==> src/hdl/bpm_pkg.sv <==
// -----------------------------------------------------------------------------
// bpm_pkg
// Shared types and constants of the byte pattern matcher: register indexes,
// field widths and the result record passed from the scanner to the top level.
// -----------------------------------------------------------------------------
package bpm_pkg;

   localparam int BYTE_W    = 8;
   localparam int PAT_W     = 64;
   localparam int LEN_W     = 4;
   localparam int WIN_W     = 16;
   localparam int NUM_W     = 16;
   localparam int OFS_W     = 32;
   localparam int CSR_ADDR_W = 2;
   localparam int CSR_DATA_W = 64;

   localparam logic [CSR_ADDR_W-1:0] CSR_PATTERN_BYTES  = 2'd0;
   localparam logic [CSR_ADDR_W-1:0] CSR_PATTERN_LENGTH = 2'd1;
   localparam logic [CSR_ADDR_W-1:0] CSR_WINDOW_LENGTH  = 2'd2;

   localparam logic [LEN_W-1:0] PATTERN_LENGTH_RST = 4'd1;
   localparam logic [WIN_W-1:0] WINDOW_LENGTH_RST  = 16'd1;

   // one result of the scanner
   typedef struct packed {
      logic                    match_found;
      logic [NUM_W-1:0]        match_number;
      logic [OFS_W-1:0]        match_offset;
      logic                    capture_valid;
      logic [BYTE_W-1:0]       capture_byte;
      logic                    capture_last;
   } result_type;

endpackage

==> src/hdl/bpm_scan.sv <==
// -----------------------------------------------------------------------------
// bpm_scan
// Scan state and per-byte evaluation: sliding history, fill count, capture
// window counter, stream offset and match counter.
// -----------------------------------------------------------------------------
module bpm_scan #(
   parameter int MAX_PATTERN = 8
) (
   input  logic                            clock,
   input  logic                            reset,
   input  logic                            step,
   input  logic [bpm_pkg::BYTE_W-1:0]      data_byte,
   input  logic [bpm_pkg::PAT_W-1:0]       pattern_bytes,
   input  logic [bpm_pkg::LEN_W-1:0]       pattern_length,
   input  logic [bpm_pkg::WIN_W-1:0]       window_length,
   output bpm_pkg::result_type             result
);

   localparam int FILL_W = $clog2(MAX_PATTERN + 1);

   logic [bpm_pkg::BYTE_W-1:0] hist_ff [MAX_PATTERN];
   logic [bpm_pkg::BYTE_W-1:0] hist_in [MAX_PATTERN];
   logic [FILL_W-1:0]          fill_ff, fill_in;
   logic [bpm_pkg::WIN_W-1:0]  win_ff, win_in;
   logic [bpm_pkg::OFS_W-1:0]  ofs_ff, ofs_in;
   logic [bpm_pkg::NUM_W-1:0]  count_ff, count_in;

   logic [bpm_pkg::LEN_W-1:0]  act_len;
   logic [FILL_W-1:0]          fill_inc;
   logic [MAX_PATTERN-1:0]     len_hit;
   logic [MAX_PATTERN-1:0]     len_sel;
   logic                       hit;

   // pattern length clamped to 1..MAX_PATTERN
   always_comb begin
      if (pattern_length == '0) begin
         act_len = bpm_pkg::LEN_W'(1);
      end else if (pattern_length > bpm_pkg::LEN_W'(MAX_PATTERN)) begin
         act_len = bpm_pkg::LEN_W'(MAX_PATTERN);
      end else begin
         act_len = pattern_length;
      end
   end

   // history after shifting in the current byte, newest at index 0
   always_comb begin
      hist_in[0] = data_byte;
      for (int j = 1; j < MAX_PATTERN; j++) begin
         hist_in[j] = hist_ff[j-1];
      end
   end

   // one compare row per candidate length, pattern byte k against entry len-1-k
   always_comb begin
      for (int l = 1; l <= MAX_PATTERN; l++) begin
         len_hit[l-1] = 1'b1;
         for (int k = 0; k < l; k++) begin
            if (hist_in[l-1-k] != pattern_bytes[k*bpm_pkg::BYTE_W +: bpm_pkg::BYTE_W]) begin
               len_hit[l-1] = 1'b0;
            end
         end
         len_sel[l-1] = (act_len == bpm_pkg::LEN_W'(l));
      end
   end

   assign fill_inc = (fill_ff == FILL_W'(MAX_PATTERN)) ? fill_ff : fill_ff + 1'b1;
   assign hit      = (bpm_pkg::LEN_W'(fill_inc) >= act_len) && (|(len_hit & len_sel));

   always_comb begin
      result   = '0;
      fill_in  = fill_ff;
      win_in   = win_ff;
      count_in = count_ff;
      ofs_in   = ofs_ff + 1'b1;
      if (win_ff != '0) begin
         win_in               = win_ff - 1'b1;
         result.capture_valid = 1'b1;
         result.capture_byte  = data_byte;
         result.capture_last  = (win_ff == bpm_pkg::WIN_W'(1));
      end else begin
         fill_in = fill_inc;
         if (hit) begin
            count_in            = count_ff + 1'b1;
            result.match_found  = 1'b1;
            result.match_number = count_ff + 1'b1;
            result.match_offset = ofs_ff - (bpm_pkg::OFS_W'(act_len) - 1'b1);
            win_in              = window_length;
            // entries past the fill count are never compared, so only the count clears
            fill_in             = '0;
         end
      end
   end

   always_ff @(posedge clock) begin
      if (reset) begin
         fill_ff  <= '0;
         win_ff   <= '0;
         ofs_ff   <= '0;
         count_ff <= '0;
      end else if (step) begin
         fill_ff  <= fill_in;
         win_ff   <= win_in;
         ofs_ff   <= ofs_in;
         count_ff <= count_in;
      end
   end

   always_ff @(posedge clock) begin
      if (step && (win_ff == '0)) begin
         hist_ff <= hist_in;
      end
   end

endmodule

==> src/hdl/byte_pattern_match_capture.sv <==
// -----------------------------------------------------------------------------
// byte_pattern_match_capture
// Scans a byte stream for a programmable 1..8 byte pattern, reports each match
// with its number and start offset, then passes on a capture window of bytes.
//
//   channel | dir | handshake              | payload
//   req     | in  | req_tvalid/req_tready  | tdata: data_byte
//   rsp     | out | rsp_tvalid/rsp_tready  | tdata/tuser/tlast: match and capture
//   csr     | in  | csr_we                 | csr_addr, csr_wdata
//
// One byte per cycle unless rsp stalls; req passes input then output register.
// The history compare and window counter update in the cycle a byte leaves
// the input register. Synchronous reset restores the registers to pattern 0,
// length 1, window 1 and empties both stages. A stalled rsp holds its data,
// and req keeps accepting while the input register can move on.
// -----------------------------------------------------------------------------
module byte_pattern_match_capture #(
   parameter int MAX_PATTERN = 8
) (
   input  logic                                clock,
   input  logic                                reset,
   input  logic                                req_tvalid,
   output logic                                req_tready,
   input  logic [7:0]                          req_tdata,   // [7:0] data_byte
   output logic                                rsp_tvalid,
   input  logic                                rsp_tready,
   output logic [55:0]                         rsp_tdata,   // [15:0] match_number,
                                                            // [47:16] match_offset,
                                                            // [55:48] capture_byte
   output logic [1:0]                          rsp_tuser,   // [0] match_found,
                                                            // [1] capture_valid
   output logic                                rsp_tlast,   // capture_last
   input  logic                                csr_we,
   input  logic [bpm_pkg::CSR_ADDR_W-1:0]      csr_addr,
   input  logic [bpm_pkg::CSR_DATA_W-1:0]      csr_wdata
);

   logic [bpm_pkg::PAT_W-1:0]  pat_ff;
   logic [bpm_pkg::LEN_W-1:0]  plen_ff;
   logic [bpm_pkg::WIN_W-1:0]  wlen_ff;

   logic                       in_vld_ff;
   logic [bpm_pkg::BYTE_W-1:0] in_byte_ff;
   logic                       out_vld_ff;
   bpm_pkg::result_type        out_res_ff;
   bpm_pkg::result_type        scan_res;
   logic                       out_free;
   logic                       advance;

   always_ff @(posedge clock) begin
      if (reset) begin
         pat_ff  <= '0;
         plen_ff <= bpm_pkg::PATTERN_LENGTH_RST;
         wlen_ff <= bpm_pkg::WINDOW_LENGTH_RST;
      end else if (csr_we) begin
         unique case (csr_addr)
            bpm_pkg::CSR_PATTERN_BYTES:  pat_ff  <= csr_wdata;
            bpm_pkg::CSR_PATTERN_LENGTH: plen_ff <= csr_wdata[bpm_pkg::LEN_W-1:0];
            bpm_pkg::CSR_WINDOW_LENGTH:  wlen_ff <= csr_wdata[bpm_pkg::WIN_W-1:0];
            default: ;
         endcase
      end
   end

   assign out_free   = !out_vld_ff || rsp_tready;
   assign advance    = in_vld_ff && out_free;
   assign req_tready = !in_vld_ff || out_free;

   always_ff @(posedge clock) begin
      if (reset) begin
         in_vld_ff <= 1'b0;
      end else if (req_tready) begin
         in_vld_ff <= req_tvalid;
      end
   end

   always_ff @(posedge clock) begin
      if (req_tready && req_tvalid) begin
         in_byte_ff <= req_tdata;
      end
   end

   bpm_scan #(
      .MAX_PATTERN (MAX_PATTERN)
   ) u_scan (
      .clock          (clock),
      .reset          (reset),
      .step           (advance),
      .data_byte      (in_byte_ff),
      .pattern_bytes  (pat_ff),
      .pattern_length (plen_ff),
      .window_length  (wlen_ff),
      .result         (scan_res)
   );

   always_ff @(posedge clock) begin
      if (reset) begin
         out_vld_ff <= 1'b0;
      end else if (out_free) begin
         out_vld_ff <= in_vld_ff;
      end
   end

   always_ff @(posedge clock) begin
      if (advance) begin
         out_res_ff <= scan_res;
      end
   end

   assign rsp_tvalid = out_vld_ff;
   assign rsp_tdata  = {out_res_ff.capture_byte, out_res_ff.match_offset,
                        out_res_ff.match_number};
   assign rsp_tuser  = {out_res_ff.capture_valid, out_res_ff.match_found};
   assign rsp_tlast  = out_res_ff.capture_last;

endmodule

==> config.mk <==
export PLATFORM = sky130hd
export DESIGN_NAME = byte_pattern_match_capture
export DESIGN_NICKNAME = d
export VERILOG_FILES = /design/src/hdl/bpm_pkg.sv /design/src/hdl/bpm_scan.sv /design/src/hdl/byte_pattern_match_capture.sv
export SDC_FILE = /design/constraint.sdc
export NUM_CORES = 1
export LEC_CHECK = 0
export BUFFER_PORTS_ARGS = -buffer_cell sky130_fd_sc_hd__buf_2
export CORE_MARGIN = 2
export CORE_UTILIZATION = 60
export CTS_BUF_LIST = sky130_fd_sc_hd__clkbuf_2
export CTS_CLUSTER_DIAMETER = 150
export DETAILED_ROUTE_END_ITERATION = 8
export PLACE_DENSITY = 0.8
export SYNTH_ARGS = -nofsm -noshare
export SYNTH_HDL_FRONTEND = slang
export SYNTH_SLANG_ARGS = --single-unit
==> constraint.sdc <==
create_clock -name clock -period 10.4 [get_ports clock]
set_clock_uncertainty 0.1 [all_clocks]
set_input_delay 0 -clock clock [delete_from_list [all_inputs] [get_ports clock]]
set_output_delay 0 -clock clock [all_outputs]
set_load 0.01 [all_outputs]
* Word level (Yosys, flattened, before mapping) *
Cells that the tools add are included.

cells by class
  $lt $le $gt $ge = 2
  reductions and logical operators = 21
  add/sub/neg operators = 6
  eq/ne operators = 48
  mux-type cells = 44
  bitwise logic cells = 3

operator list
  cell                                                 number
  inequality test 8 bit                                36
  two-way mux 49 bit                                   1
  two-way mux 1 bit                                    36
  adder 32 x 1 -> 32 bit (second input constant)       1
  two-way mux 16 bit                                   2
  subtractor 32 bit                                    1
  adder 16 x 1 -> 16 bit (second input constant)       1
  == test 16 x 1 -> 1 bit (second input constant)      1
  == test 4 x 3 -> 1 bit (second input constant)       4
  logical NOT 16 bit                                   1
  two-way mux 4 bit                                    4
  nonzero test 16 bit                                  1
  subtractor 16 x 1 -> 16 bit (second input constant)  1
  two-way mux 10 bit                                   1
  AND reduction 2 bit                                  5
  AND 8 bit                                            1
  == test 4 x 2 -> 1 bit (second input constant)       2
  == test 4 bit (second input constant)                2
  OR reduction 8 bit                                   1
  subtractor 4 x 1 -> 5 bit (second input constant)    1
  adder 4 x 1 -> 4 bit (second input constant)         1
  == test 4 x 1 -> 1 bit (second input constant)       1
  >= comparator 4 bit                                  1
  > comparator 4 bit (second input constant)           1
  11 further kinds                                     17

word-level totals
  register bits = 277
  bits of input ports = 79
  output and inout port bits = 61
  logic and storage cells = 147

* Longest topological paths before layout *
  depth in word-level cells = 14
  mapped depth = 15
  gate-level depth less buffers = 14

* Modules after synthesis *
Synthesis repeated with hierarchy kept, for this count alone.

unflattened totals
  cells, all modules = 1704
  area total of the unflattened synthesis = 16554.6 um2

modules (own cells, without submodules)
  module                      area each (um2)  instances  cells an instance
  bpm_scan                    10749.1          1          1282
  byte_pattern_match_capture  5805.6           1          422

* Worst setup path after synthesis *
OpenSTA, ideal clock, no wires.

  path type = reg2reg
  start point = register plen_ff[2] in the netlist's numbering
  end point = register out_res_ff, in the netlist rsp_tdata[46] (data pin)
  cell stages (with the launch flop) = 14
  data arrival time = 3121 ps
  buffers on the path = 0
  period minus slack after synthesis = 3475 ps
  library setup time = 254 ps
  path slack = 6925 ps
  cell sequence = dfxtp_1 > nor2_1 > o21ai_0 > ha_1 > xnor2_1 > ha_1 > a21oi_1 > o21ai_0 > a211oi_1 > or3_1 > a2111oi_0 > nor3_1 > o21a_1 > o21a_1

on the way
  word-level cells in the longest chain between the ends = 9
  elaborated cells on any way between the ends = 20
  those cells by class = 2 x add/sub; 2 x order compare; 8 x eq/ne; 2 x mux; 2 x bitwise; 4 x reduce/logical

RTL lines
  element                                                                    line                               source
  from (decl)                                                                byte_pattern_match_capture.sv:39   logic [bpm_pkg::LEN_W-1:0] plen_ff;
  from (signal assigned)                                                     byte_pattern_match_capture.sv:53   plen_ff <= bpm_pkg::PATTERN_LENGTH_RST;
  from (signal assigned)                                                     byte_pattern_match_capture.sv:58   bpm_pkg::CSR_PATTERN_LENGTH: plen_ff <= csr_wdata[bpm_pkg::LEN_W-1:0];
  > comparator 4 bit                                                         bpm_scan.sv:38                     end else if (pattern_length > bpm_pkg::LEN_W'(MAX_PATTERN)) begin
  two-way mux 4 bit                                                          bpm_scan.sv:38
  two-way mux 4 bit *                                                        bpm_scan.sv:36                     if (pattern_length == '0) begin
  parallel branches: the longest is 6 deep, another holds subtractor 32 bit  --
  to (signal assigned)                                                       byte_pattern_match_capture.sv:106  out_res_ff <= scan_res;
  to (decl)                                                                  byte_pattern_match_capture.sv:45   bpm_pkg::result_type out_res_ff;

Mark *: on every way between the ends.
A chain may end at the register's enable or synchronous reset.

* Worst setup path in the final report *
  start point = register plen_ff[2] in the netlist's numbering
  end point = register out_res_ff, in the netlist rsp_tdata[1] (data pin)

on the way
  word-level cells in the longest chain between the ends = 9
  elaborated cells on any way between the ends = 18
  those cells by class = 2 x order compare; 8 x eq/ne; 2 x mux; 2 x bitwise; 4 x reduce/logical

RTL lines
  element                                         line            source
  > comparator 4 bit                              bpm_scan.sv:38
  two-way mux 4 bit                               bpm_scan.sv:38
  two-way mux 4 bit *                             bpm_scan.sv:36
  == test 4 x 1 -> 1 bit (tied with other cells)  bpm_scan.sv:62  len_sel[l-1] = (act_len == bpm_pkg::LEN_W'(l));
  AND 8 bit                                       bpm_scan.sv:67  assign hit = (bpm_pkg::LEN_W'(fill_inc) >= act_len) && (|(len_hit & len_sel));
  OR reduction 8 bit                              bpm_scan.sv:67
  logical AND 1 bit *                             bpm_scan.sv:67
  NOT 1 bit (no source line) *                    --
  OR reduction 2 bit (no source line) *           --

Mark *: on every way between the ends. The rest lies on a longest branch, timed or not.

==> flow_metrics.env <==
export IMPL_clk_latency_ns=0.93
export IMPL_die_area_um2=28800
export IMPL_die_h_um=170
export IMPL_cts_tree="done"
export IMPL_dpl_cell_area_um2=17300
export IMPL_synth_top_area_share=0.224
export IMPL_drt_pass1_iter_count=6
export IMPL_wirelength_um=63300
export IMPL_fin_crit_sh=0.434
export IMPL_clk_path_buf_depth=3
export IMPL_hold_class="primary input to flip-flop"
export IMPL_ys_seq_area_frac=0.411
export IMPL_routabilityCongestion=1.08
export IMPL_vias_per_cell=6.42
export IMPL_drv_cap=0
export IMPL_routedWlPerCell_um=24.7
export IMPL_synth_top_area_cell="edfxtp_1"
export IMPL_synth_main_ff_cell="dfxtp_1"
export IMPL_htree_num_levels=3
export IMPL_synthCells=1846
export IMPL_rsz0062_at_grt="false"
export IMPL_relSlewSlack=0.218
export IMPL_drt_iter0_drc=2184
export IMPL_cp_arrival_ns=5.03
export IMPL_critPathMaxFanout=75
export IMPL_slew_violations=0
export IMPL_rows=60
export IMPL_place_ws_ns=6.11
export IMPL_fin_crit_ns=4.52
export IMPL_crit_required_ns=10.91
export IMPL_grt_max_degree=79
export IMPL_hold_viol=0
export IMPL_peakVddDrop_mv=0.192
export IMPL_avgSynthCellArea_um2=8.94
export IMPL_clock_sinks=277
export IMPL_clockRootBuffer="clkbuf_2"
export IMPL_antenna_left=0
export IMPL_grt_pass1_wl_um=95000
export IMPL_cts_made_buffers=73
export IMPL_synth_cell_types=66
export IMPL_start_util=0.612
export IMPL_synth_common_cells="242 x xor2_1, 222 x nand2_1, 154 x dfxtp_1"
export IMPL_core_area_um2=27000
export IMPL_track_usage=0.439
export IMPL_synth_most_common_cell="xor2_1"
export IMPL_yosys_warnings=0
export IMPL_drive_gt1_frac=0.127
export IMPL_setup_ws_ns=5.88
export IMPL_synth_edf_count=123
export IMPL_cts_setup_buffers=0
export IMPL_num_nets_final=2289
export IMPL_syn_area_um2=16500
export IMPL_endpoint_kind="flip-flop"
export IMPL_outcome="completed"
export IMPL_fmax_mhz=221
export IMPL_finalSetupViolCount=0
export IMPL_place_hpwl_um=39400
export IMPL_final_area_um2=19900
export IMPL_vias=16400
export IMPL_grt_overflow_total=0
export IMPL_antenna_found_initial=1
export IMPL_die_w_um=170
export IMPL_clkTransAtPathRegs_ns=0.11
export IMPL_powerDensity_nw_per_um2=174
export IMPL_synth_area_leaders="edfxtp_1 22%, dfxtp_1 19%, xor2_1 13%"
export IMPL_setup_tns_final_ns=0
export IMPL_cp_start_kind="flip-flop"
export IMPL_io_pins=140
export IMPL_drc=0
export IMPL_grt_pass1_vias=16300
export IMPL_area_growth_pct=20.8
export IMPL_ys_async_sr_fraction=0
export IMPL_tightestPinTransition_ns=1.14
export IMPL_synth_seq_cells=277
export IMPL_path_class="flip-flop to flip-flop"
export IMPL_portBuffers=139
export IMPL_p_leak_uw=0.00792
==> worst max-delay path: stages, from the launching register on <==
cell and delay [ns]:
dfxtp_1 0.38, nor2_1 0.05, o21ai_0 0.46, inv_1 0.17, ha_1 0.29, and3_1 0.19
nand4_1 0.10, nor4_1 0.09, a2111oi_0 0.96, a311o_2 0.33, buf_4 0.54, inv_1 0.24
and2_1 0.22
==> per-stage QoR <==
stage,hold slack [ns],total power (uW),utilization,cells
2_1_floorplan,-0.00113,2130,-,1873
3_3_place_gp,0.0784,2470,0.641,2235
3_5_place_dp,0.0811,2480,0.641,2235
4_1_cts,0.0407,3340,0.740,2561
5_1_grt,0.104,3590,0.740,2562
6_report,0.0693,3480,0.740,2562
==> cell families (layout without fill, tap and decap cells) <==
group	after synthesis	in the layout	synth area share
xor+xnor	339	339	0.180
flops	277	277	0.411
simple gates	714	714	0.221
compound gates	289	289	0.106
buf+inv	172	519	0.0416
fa+ha+maj	47	47	0.0361
mux	7	7	0.00425
other cells	1	29	0.000227
==> area by class of cell <==
type | count | area, um^2
Multi-Input combinational cell | 1424 | 9140
Tap cell | 341 | 427
Timing Repair Buffer | 341 | 2700
Clock inverter | 19 | 149
Inverter | 46 | 173
Clock buffer | 113 | 566
Antenna cell | 1 | 2.50
Sequential cell | 277 | 6780
Fill cell | 1878 | 7020
==> flip-flops by register name (all words and copies together) (netlist names) <==
name             flops
u_scan.ofs_ff       32
in_vld_ff            1
u_scan.count_ff     16
u_scan.fill_ff       4
pat_ff              64
u_scan.win_ff       16
rsp_tuser            2
rsp_tlast            1
rsp_tdata           56
in_byte_ff           8
u_scan.hist_ff      56
plen_ff              4
wlen_ff             16
rsp_tvalid           1
==> where the power goes <==
part	switching, uW	internal, uW	leakage (uW)
registers	261	1290	0.00240
clock network	499	341	0.000535
logic	715	366	0.00499
total	1470	2000	0.00792
==> per-layer routing <==
| layer | wire (um) | track usage | vias to the layer above |
|---|---|---|---|
| met1 | 23400 | 0.538 | 7658 |
| met2 | 28400 | 0.712 | 1240 |
| li1 | - | - | 7224 |
| met4 | 3690 | 0.220 | 0 |
| met3 | 7770 | 0.121 | 316 |
| met5 | 0 | 0 | - |
==> what timing repair did <==
action | CTS | global route
resized for setup | 0 | 0
endpoints found under the setup margin | 0 | 0
hold buffers | 194 | 0
endpoints found under the hold margin | 158 | 0
==> final timing paths <==
check	from	end	slack (ns)	depth (start not counted)
worst max-delay path	plen_ff[2]	rsp_tdata[1]	5.88	12
worst min-delay path	reset	plen_ff[2]	0.07	3
worst max register to register	plen_ff[2]	rsp_tdata[1]	5.88	12
worst min register to register	wlen_ff[15]	wlen_ff[15]	0.37	2
==> cell usage in the layout (no fill, tap or decap), types with 28 or more instances in the layout <==
cell / n
buf_2: 138
nor4_1: 118
dfxtp_1: 154
edfxtp_1: 123
conb_1: 28
nand2_1: 222
a21oi_1: 147
nor2b_1: 29
nand4_1: 48
clkbuf_2: 113
ha_1: 46
nand3_1: 52
xor2_1: 242
nor3_1: 47
inv_1: 43
nor2_1: 99
o21ai_0: 34
xnor2_1: 97
dlygate4sd3_1: 194
(Power assumes the default switching activity.)
